===== config.mk =====
export PLATFORM = sky130hd
export DESIGN_NAME = spiral_order_matrix_scan
export DESIGN_NICKNAME = d
export VERILOG_FILES = /design/src/design/spom_pkg.sv /design/src/design/spom_store.sv /design/src/design/spom_walker.sv /design/src/design/spiral_order_matrix_scan.sv
export SDC_FILE = /design/constraint.sdc
export NUM_CORES = 2
export LEC_CHECK = 0
export BUFFER_PORTS_ARGS = -buffer_cell sky130_fd_sc_hd__buf_4
export CELL_PAD_IN_SITES_DETAIL_PLACEMENT = 1
export CELL_PAD_IN_SITES_GLOBAL_PLACEMENT = 2
export CORE_MARGIN = 4
export CORE_UTILIZATION = 45
export DETAILED_ROUTE_END_ITERATION = 8
export PLACE_DENSITY_LB_ADDON = 0.1
export SETUP_SLACK_MARGIN = 0.2
export SYNTH_ARGS = -nofsm -noshare
export SYNTH_HDL_FRONTEND = slang
export SYNTH_SLANG_ARGS = --single-unit

===== constraint.sdc =====
create_clock -name clk -period 5.2 [get_ports clk]
set_input_delay 0.52 -clock clk [delete_from_list [all_inputs] [get_ports clk]]
set_output_delay 0.52 -clock clk [all_outputs]
set_load 0.05 [all_outputs]

===== src/design/spom_pkg.sv =====
// Shared types, constants and codes for the spiral-order matrix scan.
package spom_pkg;

  // Field and register widths fixed by the interface
  localparam int CNT_W      = 4;          // row_count / col_count width
  localparam int TOT_W      = 2 * CNT_W;  // element count and linear address width
  localparam int IDX_W      = 3;          // row_index / col_index width
  localparam int CFG_ADDR_W = 3;
  localparam int CFG_DATA_W = 32;

  // Register index codes (word address bit 2)
  localparam logic REG_ROW_COUNT = 1'b0;
  localparam logic REG_COL_COUNT = 1'b1;

  // Register reset values
  localparam logic [CNT_W-1:0] RESET_ROW_COUNT = 4'd8;
  localparam logic [CNT_W-1:0] RESET_COL_COUNT = 4'd8;

  // Parameter defaults
  localparam int DEF_MAX_ROWS   = 8;
  localparam int DEF_MAX_COLS   = 8;
  localparam int DEF_DATA_WIDTH = 32;

  // Top-level control state
  typedef enum logic {
    ST_LOAD,
    ST_BURST
  } state_t;

  // Current leg of the spiral walk
  typedef enum logic [1:0] {
    DIR_RIGHT,
    DIR_DOWN,
    DIR_LEFT,
    DIR_UP
  } dir_t;

  // Position handed from the walker to the output stage
  typedef struct packed {
    logic [CNT_W-1:0] row;
    logic [CNT_W-1:0] col;
    logic             last;
  } walk_pos_t;

endpackage


===== src/design/spom_store.sv =====
// Matrix element memory: one write port, one registered read port.
module spom_store #(
  parameter int DATA_WIDTH = spom_pkg::DEF_DATA_WIDTH,
  parameter int DEPTH      = spom_pkg::DEF_MAX_ROWS * spom_pkg::DEF_MAX_COLS,
  parameter int AW         = (DEPTH > 1) ? $clog2(DEPTH) : 1
) (
  input  logic                  clk,
  input  logic                  we,
  input  logic [AW-1:0]         waddr,
  input  logic [DATA_WIDTH-1:0] wdata,
  input  logic                  re,
  input  logic [AW-1:0]         raddr,
  output logic [DATA_WIDTH-1:0] rdata
);

  logic [DATA_WIDTH-1:0] mem [DEPTH];
  logic [DATA_WIDTH-1:0] rdata_r;

  // Write port
  always_ff @(posedge clk) begin
    if (we) begin
      mem[waddr] <= wdata;
    end
  end

  // Read port; data holds while no read is issued
  always_ff @(posedge clk) begin
    if (re) begin
      rdata_r <= mem[raddr];
    end
  end

  assign rdata = rdata_r;

endmodule


===== src/design/spom_walker.sv =====
// Spiral walk sequencer: steps row/column through the rings and forms the address.
module spom_walker (
  input  logic                       clk,
  input  logic                       rst_n,
  input  logic                       start,
  input  logic                       step,
  input  logic [spom_pkg::CNT_W-1:0] rows,
  input  logic [spom_pkg::CNT_W-1:0] cols,
  input  logic [spom_pkg::TOT_W-1:0] total,
  output spom_pkg::walk_pos_t        pos,
  output logic [spom_pkg::TOT_W-1:0] addr
);

  localparam int CW = spom_pkg::CNT_W;
  localparam int TW = spom_pkg::TOT_W;

  spom_pkg::dir_t dir_r, dir_nxt;
  logic [CW-1:0]  row_r, row_nxt, col_r, col_nxt;
  logic [CW-1:0]  sr_r, sr_nxt, er_r, er_nxt, sc_r, sc_nxt, ec_r, ec_nxt;
  logic [TW-1:0]  cnt_r, cnt_nxt;
  logic [TW-1:0]  prod;

  // Direction and step-count registers
  always_ff @(posedge clk) begin
    if (!rst_n) begin
      dir_r <= spom_pkg::DIR_RIGHT;
      cnt_r <= '0;
    end else begin
      dir_r <= dir_nxt;
      cnt_r <= cnt_nxt;
    end
  end

  // Position and ring bounds
  always_ff @(posedge clk) begin
    row_r <= row_nxt;
    col_r <= col_nxt;
    sr_r  <= sr_nxt;
    er_r  <= er_nxt;
    sc_r  <= sc_nxt;
    ec_r  <= ec_nxt;
  end

  // Next position: advance along the leg, turn at a corner, or move one ring in
  always_comb begin
    dir_nxt = dir_r;
    row_nxt = row_r;
    col_nxt = col_r;
    sr_nxt  = sr_r;
    er_nxt  = er_r;
    sc_nxt  = sc_r;
    ec_nxt  = ec_r;
    cnt_nxt = cnt_r;
    if (start) begin
      dir_nxt = spom_pkg::DIR_RIGHT;
      row_nxt = '0;
      col_nxt = '0;
      sr_nxt  = '0;
      er_nxt  = rows - CW'(1);
      sc_nxt  = '0;
      ec_nxt  = cols - CW'(1);
      cnt_nxt = '0;
    end else if (step) begin
      cnt_nxt = cnt_r + TW'(1);
      case (dir_r)
        spom_pkg::DIR_RIGHT: begin
          if (col_r < ec_r) begin
            col_nxt = col_r + CW'(1);
          end else if (row_r < er_r) begin
            row_nxt = row_r + CW'(1);
            dir_nxt = spom_pkg::DIR_DOWN;
          end
        end
        spom_pkg::DIR_DOWN: begin
          if (row_r < er_r) begin
            row_nxt = row_r + CW'(1);
          end else if (col_r > sc_r) begin
            col_nxt = col_r - CW'(1);
            dir_nxt = spom_pkg::DIR_LEFT;
          end
        end
        spom_pkg::DIR_LEFT: begin
          if (col_r > sc_r) begin
            col_nxt = col_r - CW'(1);
          end else if (row_r > sr_r + CW'(1)) begin
            row_nxt = row_r - CW'(1);
            dir_nxt = spom_pkg::DIR_UP;
          end else begin
            sr_nxt  = sr_r + CW'(1);
            er_nxt  = er_r - CW'(1);
            sc_nxt  = sc_r + CW'(1);
            ec_nxt  = ec_r - CW'(1);
            row_nxt = sr_r + CW'(1);
            col_nxt = sc_r + CW'(1);
            dir_nxt = spom_pkg::DIR_RIGHT;
          end
        end
        spom_pkg::DIR_UP: begin
          if (row_r > sr_r + CW'(1)) begin
            row_nxt = row_r - CW'(1);
          end else begin
            sr_nxt  = sr_r + CW'(1);
            er_nxt  = er_r - CW'(1);
            sc_nxt  = sc_r + CW'(1);
            ec_nxt  = ec_r - CW'(1);
            row_nxt = sr_r + CW'(1);
            col_nxt = sc_r + CW'(1);
            dir_nxt = spom_pkg::DIR_RIGHT;
          end
        end
        default: begin
          dir_nxt = spom_pkg::DIR_RIGHT;
        end
      endcase
    end
  end

  // Row-major address of the current element
  assign prod = TW'(row_r) * TW'(cols);
  assign addr = prod + TW'(col_r);

  assign pos.row  = row_r;
  assign pos.col  = col_r;
  assign pos.last = (cnt_r == total - TW'(1));

endmodule


===== src/design/spiral_order_matrix_scan.sv =====
// Top level of the spiral-order matrix scan: load, config registers and result stage.
//
//   channel   | direction | handshake            | payload
//   in_       | input     | in_valid / in_stall  | in_element_value
//   out_      | output    | out_valid / out_stall| out_value, out_row_index, out_col_index,
//             |           |                      | out_last_of_run
//   cfg_      | input     | APB write/read       | row_count (0x0), col_count (0x4)
//
// Loading accepts one element per cycle while in_stall is low. The completing element
// starts a burst of rows*cols results, one per cycle while out_stall is low, set by
// the single memory read port; the first read issues once the state register enters
// the burst state. in_stall is high in that state, which the last read issue ends.
// Reset (rst_n, synchronous) clears the load count and sets both counts to 8.
// A stalled result holds in the read-data register and pauses the walk.
module spiral_order_matrix_scan #(
  parameter int MAX_ROWS   = spom_pkg::DEF_MAX_ROWS,
  parameter int MAX_COLS   = spom_pkg::DEF_MAX_COLS,
  parameter int DATA_WIDTH = spom_pkg::DEF_DATA_WIDTH
) (
  input  logic                              clk,
  input  logic                              rst_n,
  // input channel
  input  logic                              in_valid,
  output logic                              in_stall,
  input  logic signed [DATA_WIDTH-1:0]      in_element_value,
  // result channel
  output logic                              out_valid,
  input  logic                              out_stall,
  output logic signed [DATA_WIDTH-1:0]      out_value,
  output logic [spom_pkg::IDX_W-1:0]        out_row_index,
  output logic [spom_pkg::IDX_W-1:0]        out_col_index,
  output logic                              out_last_of_run,
  // configuration port
  input  logic                              cfg_psel,
  input  logic                              cfg_penable,
  input  logic                              cfg_pwrite,
  input  logic [spom_pkg::CFG_ADDR_W-1:0]   cfg_paddr,
  input  logic [spom_pkg::CFG_DATA_W-1:0]   cfg_pwdata,
  output logic [spom_pkg::CFG_DATA_W-1:0]   cfg_prdata,
  output logic                              cfg_pready
);

  localparam int CW    = spom_pkg::CNT_W;
  localparam int TW    = spom_pkg::TOT_W;
  localparam int DEPTH = MAX_ROWS * MAX_COLS;
  localparam int AW    = (DEPTH > 1) ? $clog2(DEPTH) : 1;
  localparam int XW    = (AW > TW) ? AW : TW;

  spom_pkg::state_t    state_r, state_nxt;
  logic [CW-1:0]       row_count_r, col_count_r;
  logic [TW-1:0]       load_cnt_r;
  logic                out_valid_r;
  spom_pkg::walk_pos_t meta_r;

  logic [CW-1:0]       rows_eff, cols_eff;
  logic [TW-1:0]       total;
  logic                in_acc, cfg_wr, complete, issue, start;
  logic [XW-1:0]       waddr_x, raddr_x;
  logic [TW-1:0]       walk_addr;
  spom_pkg::walk_pos_t pos;
  logic [DATA_WIDTH-1:0] rdata;

  // Clamp the configured counts into 1..MAX
  always_comb begin
    if (row_count_r == '0) begin
      rows_eff = CW'(1);
    end else if (int'(row_count_r) > MAX_ROWS) begin
      rows_eff = CW'(MAX_ROWS);
    end else begin
      rows_eff = row_count_r;
    end
    if (col_count_r == '0) begin
      cols_eff = CW'(1);
    end else if (int'(col_count_r) > MAX_COLS) begin
      cols_eff = CW'(MAX_COLS);
    end else begin
      cols_eff = col_count_r;
    end
  end

  assign total = TW'(rows_eff) * TW'(cols_eff);

  // Handshakes
  assign in_stall  = (state_r == spom_pkg::ST_BURST);
  assign in_acc    = in_valid && !in_stall;
  assign cfg_wr    = cfg_psel && cfg_penable && cfg_pwrite && cfg_pready;
  assign complete  = ({1'b0, load_cnt_r} + (TW+1)'(1)) >= {1'b0, total};
  assign start     = in_acc && complete;

  // State register
  always_ff @(posedge clk) begin
    if (!rst_n) begin
      state_r <= spom_pkg::ST_LOAD;
    end else begin
      state_r <= state_nxt;
    end
  end

  // Next state; in the burst state a read issues whenever the result register is free or draining
  always_comb begin
    state_nxt = state_r;
    issue     = 1'b0;
    case (state_r)
      spom_pkg::ST_LOAD: begin
        if (start) begin
          state_nxt = spom_pkg::ST_BURST;
        end
      end
      spom_pkg::ST_BURST: begin
        issue = !out_valid_r || !out_stall;
        if (issue && pos.last) begin
          state_nxt = spom_pkg::ST_LOAD;
        end
      end
      default: begin
        state_nxt = spom_pkg::ST_LOAD;
      end
    endcase
  end

  // Config registers and load counter
  always_ff @(posedge clk) begin
    if (!rst_n) begin
      row_count_r <= spom_pkg::RESET_ROW_COUNT;
      col_count_r <= spom_pkg::RESET_COL_COUNT;
      load_cnt_r  <= '0;
    end else if (cfg_wr) begin
      if (cfg_paddr[2] == spom_pkg::REG_ROW_COUNT) begin
        row_count_r <= cfg_pwdata[CW-1:0];
      end else begin
        col_count_r <= cfg_pwdata[CW-1:0];
      end
      load_cnt_r <= '0;
    end else if (in_acc) begin
      load_cnt_r <= complete ? '0 : load_cnt_r + TW'(1);
    end
  end

  // Result valid flag
  always_ff @(posedge clk) begin
    if (!rst_n) begin
      out_valid_r <= 1'b0;
    end else if (issue) begin
      out_valid_r <= 1'b1;
    end else if (!out_stall) begin
      out_valid_r <= 1'b0;
    end
  end

  // Result position, captured with the read
  always_ff @(posedge clk) begin
    if (issue) begin
      meta_r <= pos;
    end
  end

  // Register reads
  assign cfg_pready = 1'b1;
  assign cfg_prdata = (cfg_paddr[2] == spom_pkg::REG_COL_COUNT) ?
                      spom_pkg::CFG_DATA_W'(col_count_r) :
                      spom_pkg::CFG_DATA_W'(row_count_r);

  spom_walker u_walker (
    .clk   (clk),
    .rst_n (rst_n),
    .start (start),
    .step  (issue),
    .rows  (rows_eff),
    .cols  (cols_eff),
    .total (total),
    .pos   (pos),
    .addr  (walk_addr)
  );

  assign waddr_x = XW'(load_cnt_r);
  assign raddr_x = XW'(walk_addr);

  spom_store #(
    .DATA_WIDTH (DATA_WIDTH),
    .DEPTH      (DEPTH),
    .AW         (AW)
  ) u_store (
    .clk   (clk),
    .we    (in_acc),
    .waddr (waddr_x[AW-1:0]),
    .wdata (in_element_value),
    .re    (issue),
    .raddr (raddr_x[AW-1:0]),
    .rdata (rdata)
  );

  // Result ports
  assign out_valid       = out_valid_r;
  assign out_value       = rdata;
  assign out_row_index   = meta_r.row[spom_pkg::IDX_W-1:0];
  assign out_col_index   = meta_r.col[spom_pkg::IDX_W-1:0];
  assign out_last_of_run = meta_r.last;

`ifndef NO_ASSERTIONS
  // A stalled result stays put until it is taken
  a_stall_holds: assert property (@(posedge clk) disable iff (!rst_n)
    (out_valid && out_stall) |=> (out_valid && $stable(out_value) &&
      $stable(out_row_index) && $stable(out_col_index) && $stable(out_last_of_run)))
    else $error("stalled result changed");

  // An empty result register during a burst is refilled next cycle
  a_burst_refills: assert property (@(posedge clk) disable iff (!rst_n)
    (state_r == spom_pkg::ST_BURST && !out_valid) |=> out_valid)
    else $error("burst left the result register empty");

  // The completing element starts a burst
  a_complete_starts: assert property (@(posedge clk) disable iff (!rst_n)
    (in_acc && complete) |=> (state_r == spom_pkg::ST_BURST))
    else $error("completed matrix did not start a burst");
`endif

endmodule

# Word-level counts from Yosys, hierarchy flattened
# Memory sizes are Yosys's and may differ from the RTL's. A register that Yosys moved wholly into a read port is not among the register bits.
# Index checks and enable logic that the tools add are counted.
# op_classes
div_mod_pow,0
multipliers,2
eq_ne,13
shifts,0
bitwise_logic,3
muxes,49
n_reduce_logical,24
magnitude_cmp,7
n_addsub,15
# ops
cell,count
$mux 4,26
$pmux 4 s2,4
$pmux 4 s4,2
$sub 4x1->4 const B,6
$add 4x1->4 const B,4
$add 8x1->8 const B,2
$mux 2,7
$add 8x1->9 const B,1
$ge 9x8->1,1
$reduce_and 3->1,3
$eq 8x8->1,1
$gt 4x4->1,2
$gt 4x4->1 const B,2
$logic_not 4->1,2
$lt 4x4->1,2
$mul 4x4->8,1
$mux 8,1
$ne 2x1->1 const B,4
$ne 2x2->1 const B,4
$pmux 2 s4,1
$sub 8x1->8 const B,1
$mux 1,7
$reduce_and 7->1,1
$add 6x4->6,1
15 further kinds,27
# word_totals
n_memories,1
in_bits,74
wordCells,130
reg_bits,59
output_inout_bits,74
ram_bits,2048
latch_bits,0
rom_bits,0
# memory_table
memory,words,width,rd,rd_clocked_by_memory_dff,write_ports,line_no,rtl
u_store.mem,64,32,1,1,1,spom_store.sv:16,logic [DATA_WIDTH-1:0] mem [DEPTH];

# Logic depth before layout (Yosys ltp)
# depth
word_depth,9
ltp_mapped,22
ltp_nobuf,20

# Hierarchy
# From an unflattened synthesis, not the netlist that was laid out.
# hier_totals
cells_unflattened,4181
area_unflattened_um2,84483.5
# modules_own_cells
module,cells_each,area_per_inst_um2,instances,seq_area_each_um2
spom_store,3572,79221.0,1,62459.9
spom_walker,368,3191.8,1,760.7
spiral_order_matrix_scan,241,2070.7,1,570.5

# Worst setup path after synthesis
# Ideal clock, no wire load.
# synth_timing
path_kind,reg-to-reg
from,reg col_count_r[3]
to,"reg u_walker.er_r[2], data pin"
slack_ns,0.293
path_stages_with_launch,17
required_ns,4.935
synth_period_minus_slack_ns,4.907
path_buffers,2
arrival_time_ns,4.641
path_cell_list,dfxtp_1 clkbuf_1 clkbuf_1 and2_1 fa_1 fa_1 ha_1 a211oi_1 or2_2 o311a_1 ha_1 nand3_1 o31a_1 nor2_1 mux2i_1 ha_1 xor2_1
# synth_via
elab_chain_len,7
word_cells_on_any_way,8
# synth_lines
item,line_no,rtl
from (decl),spiral_order_matrix_scan.sv:50,"logic [CW-1:0] row_count_r, col_count_r;"
from (signal assigned),spiral_order_matrix_scan.sv:125,col_count_r <= spom_pkg::RESET_COL_COUNT;
from (signal assigned),spiral_order_matrix_scan.sv:131,col_count_r <= cfg_pwdata[CW-1:0];
$gt 4x4->1,spiral_order_matrix_scan.sv:74,end else if (int'(col_count_r) > MAX_COLS) begin
$mux 4,spiral_order_matrix_scan.sv:74,
$mux 4 (*),spiral_order_matrix_scan.sv:72,if (col_count_r == '0) begin
$mul 4x4->8 (*),spiral_order_matrix_scan.sv:81,assign total = TW'(rows_eff) * TW'(cols_eff);
$ge 9x8->1 (*),spiral_order_matrix_scan.sv:87,"assign complete = ({1'b0, load_cnt_r} + (TW+1)'(1)) >= {1'b0, total};"
$logic_and 1x1->1 (*),spiral_order_matrix_scan.sv:88,assign start = in_acc && complete;
$mux 4 (*),spom_walker.sv:54,if (start) begin
net u_walker.er_nxt[2],spom_walker.sv:19,"logic [CW-1:0] sr_r, sr_nxt, er_r, er_nxt, sc_r, sc_nxt, ec_r, ec_nxt;"
to (signal assigned),spom_walker.sv:39,er_r <= er_nxt;
to (decl),spom_walker.sv:19,
# The timed path passes the listed nets; every way through them passes the cells marked *.
# A chain may end at the register's enable or synchronous reset.

# Final worst setup path
# layout_timing
from,reg col_count_r[1]
to,"reg u_store.rdata_r[20] (netlist: u_store.rdata[20]), read port of u_store.mem, data pin"
# layout_via
elab_chain_len,5
word_cells_on_any_way,6
# layout_lines
item,line_no,rtl
$gt 4x4->1,spiral_order_matrix_scan.sv:74,
$mux 4,spiral_order_matrix_scan.sv:74,
$mux 4 (*),spiral_order_matrix_scan.sv:72,
$mul 4x4->6 (*),spom_walker.sv:119,assign prod = TW'(row_r) * TW'(cols);
$add 6x4->6 (*),spom_walker.sv:120,assign addr = prod + TW'(col_r);
to (decl),spom_store.sv:17,logic [DATA_WIDTH-1:0] rdata_r;
# Every way passes the cells marked *; elsewhere a longest branch is shown, timed or not.

==> metrics.yaml <==
post-route-period-util_pct: 94.0
vias: 40000
netlist_area_sq_um: 83800
layout.cells.most_common_list: "2095 x edfxtp_1, 626 x mux4_2, 275 x buf_4, 226 x clkbuf_16, 77 x nand2_1"
ys_ff_latch: 2139
grt_start_max_net_pins: 65
via_per_inst: 5.92
hp-class: "in -> reg"
synth_compound_area_share_pct: 1.32
fin_tns_setup_ps: 0
period_needed_ps: 4890
synth-simple-area-share_pct: 2.13
final_nets: 4223
async_reset_ff_share_pct: 0
clock_skew_ps: 35.2
p_per_area_nw_per_um2: 445
finalNonFillerCells: 6747
synth_fa_ha_area_share_pct: 1.08
fillers: 16000
cts_tree: "yes"
ys_seq_area_share_pct: 76.1
ys.flop_type: "edfxtp_1"
cts_max_level: 4
initial_core_util_pct: 45.2
drv_slew: 0
die_x_um: 439
port_buffers: 88
cts_root_buffer: "clkbuf_16"
synth-edff-count: 2095
required_ps: 5820
synth_top_family_by_area: "multiplexers"
r2r.worst_path.cells: 18
drt-initial-drc-count: 3829
synth_top_cell_by_area: "edfxtp_1"
dr.pass1.iters: 5
ys_types: 61
hp-start: "in_valid"
detail_route.wl_per_cell_um: 33.3
grt_pass1_vias: 42700
routabilityCongestion: 0.783
critical_path_class: "reg -> reg"
muxShareOfSynthArea_pct: 17.3
ioPinCount: 148
hold_depth: 4
cts_made_buffers: 221
synth-xor-area-share_pct: 0.550
tightest_slew_ps: 1200
worstSetupStartpointType: "flop"
numPlacedInstances: 6321
vdd_drop_max_v: 0.000314
r2r_start: "col_count_r[1]"
leakage_nw: 30.7
synthTopCellsByArea: "edfxtp_1 75%, mux4_2 17%, dfxtp_1 1.1%"
path_cells: "nor2b_2 > and2_1 > fa_1 > inv_1 > fa_1 > fa_1 > inv_1 > ha_1 > buf_4 > a21oi_2 > xnor2_2 > buf_4 > buf_6 > clkbuf_16 > a211oi_1 > a21oi_1 > buf_4 > a21oi_1"
critPathSlowestCell: "fa_1"
die-area_sq_um: 193000
postSynthCellCount: 3714
synth.avg_cell_area_sq_um: 22.6
drive_above_1_share_pct: 32.0
overflow: 0
synth_top_area_share_pct: 75.1
core_area_sq_um: 185000
cp-end-kind: "flop"
ys.warnings.count: 0
critical_path_arrival_ps: 5510
path_clk_slew_ps: 60
setup_viol: 0
cap_violations: 0
r2r_slack_ps: 310
postLayoutCoreUtil_pct: 52.1
clockBufferDepth: 3
clock-sinks: 2139
antenna_found_initial: 8
hold_viol: 0
final_common_cell: "edfxtp_1"
min_to: "in_stall"
slew_headroom_pct: 19.6
grt_pass1_wl_mm: 319
drc: 0
rows: 158
rsz0062_at_grt: "true"
wl_mm: 225
status: "finished clean"
grtUsageTotal_pct: 23.3
hpwl_mm: 131
power_mw: 43.0
timing.rr.end: "u_store.rdata[20]"
ant_nets: 0
area_delta_synth_final_pct: 15.3
slowest_delay_ps: 540
worstPathMaxFanout: 23
insertion_delay_ps: 850
fp.dieH_um: 439
max_freq_mhz: 205
[synth_stat cells (all sizes together), types with 4 or more instances]
cell and n:
a2111oi 6, a211oi 31, a21o 4, a21oi 47
a22oi 20, a31oi 4, and2 17, buf 130
clkbuf 85, dfxtp 44, edfxtp 2095, fa 10
ha 56, inv 45, mux2 7, mux2i 31
mux4 626, nand2 77, nand2b 13, nand3 46
nand3b 22, nand4 6, nor2 123, nor2b 28
nor3 19, o211ai 6, o21ai 18, o31a 5
or2 5, xnor2 30, xor2 20
[flip-flops by register name, indices dropped and copies added (netlist names), 4 cells and up]
| name | count |
|---|---|
| u_walker.er_r | 4 |
| u_walker.sc_r | 4 |
| row_count_r | 4 |
| u_walker.cnt_r | 8 |
| u_store.mem | 2048 |
| u_walker.col_r | 4 |
| load_cnt_r | 8 |
| u_walker.sr_r | 4 |
| u_store.rdata | 32 |
| col_count_r | 4 |
| u_walker.row_r | 4 |
| u_walker.ec_r | 4 |
[kinds of logic after synthesis]
family / after synthesis
xor+xnor: 51
other cells: 2
fa+ha+maj: 66
mux: 664
buf+inv: 260
simple gates: 370
flops: 2139
compound gates: 162
[metal layers]
metal  track usage, %  up-vias  wire (um)  share of wire, %
li1                 -    16400          -                 -
met1             32.6    22100      94200                42
met2             39.0     1173     114000                51
met3             3.72      300      11900               5.3
met4             5.27        4       4920               2.2
met5                0        -         27             0.012
[power breakdown]
part	switching (mW)	internal [mW]	leakage (nW)
Combinational	4.42	4.51	8.18
Sequential	0.0396	19.1	19.2
Clock	6.50	8.47	3.32
[through the flow]
step	cell area, sq um	setup slack (ps)	hold slack (ps)
finish	96600	311	102
global route	96600	119	102
CTS	96300	103	31.4
detailed placement	89400	-110	505
global placement	89400	-53.7	476
floorplan	83900	293	457
[cell type report]
type	instances	area, sq um	area share (%)
antenna	2	5.00	0.00518
clock buffer	278	5780	5.98
clock inverter	127	1020	1.06
inverter	45	169	0.175
multi-input combinational	1342	19500	20.2
sequential	2139	63800	66.1
tap	2480	3100	3.21
timing repair buffer	334	3170	3.28
[worst max path at each step]
stage / startpoint / end / slack, ps
after floorplan: col_count_r[3] / u_walker.er_r[2] / 290
after global placement: col_count_r[1] / u_store.rdata[23] / -50
after detailed placement: col_count_r[1] / u_store.rdata[23] / -110
after CTS: col_count_r[1] / u_store.rdata[23] / 100
after global routing: row_count_r[0] / u_walker.er_r[2] / 120
final: col_count_r[1] / u_store.rdata[20] / 310
[worst max-delay path: cells and delay by family (launching register included)]
family	cells	cell delay, ps
xor gates and xnor gates	1	120
AOI/OAI and AO/OA	4	890
adders and majority gates	4	1820
and+or+nand+nor	2	360
DFF	1	350
buffers and inverters	7	1080
[timing repair]
action	4_1_cts	5_1_grt
hold buffers	7	0
gates resized for setup	10	32
endpoints found under the hold margin	10	0
gates cloned	0	4
pin swaps	0	5
buffers inserted	0	8
setup endpoints to repair	33	56
Note: power is estimated with default switching activity, not from simulation.
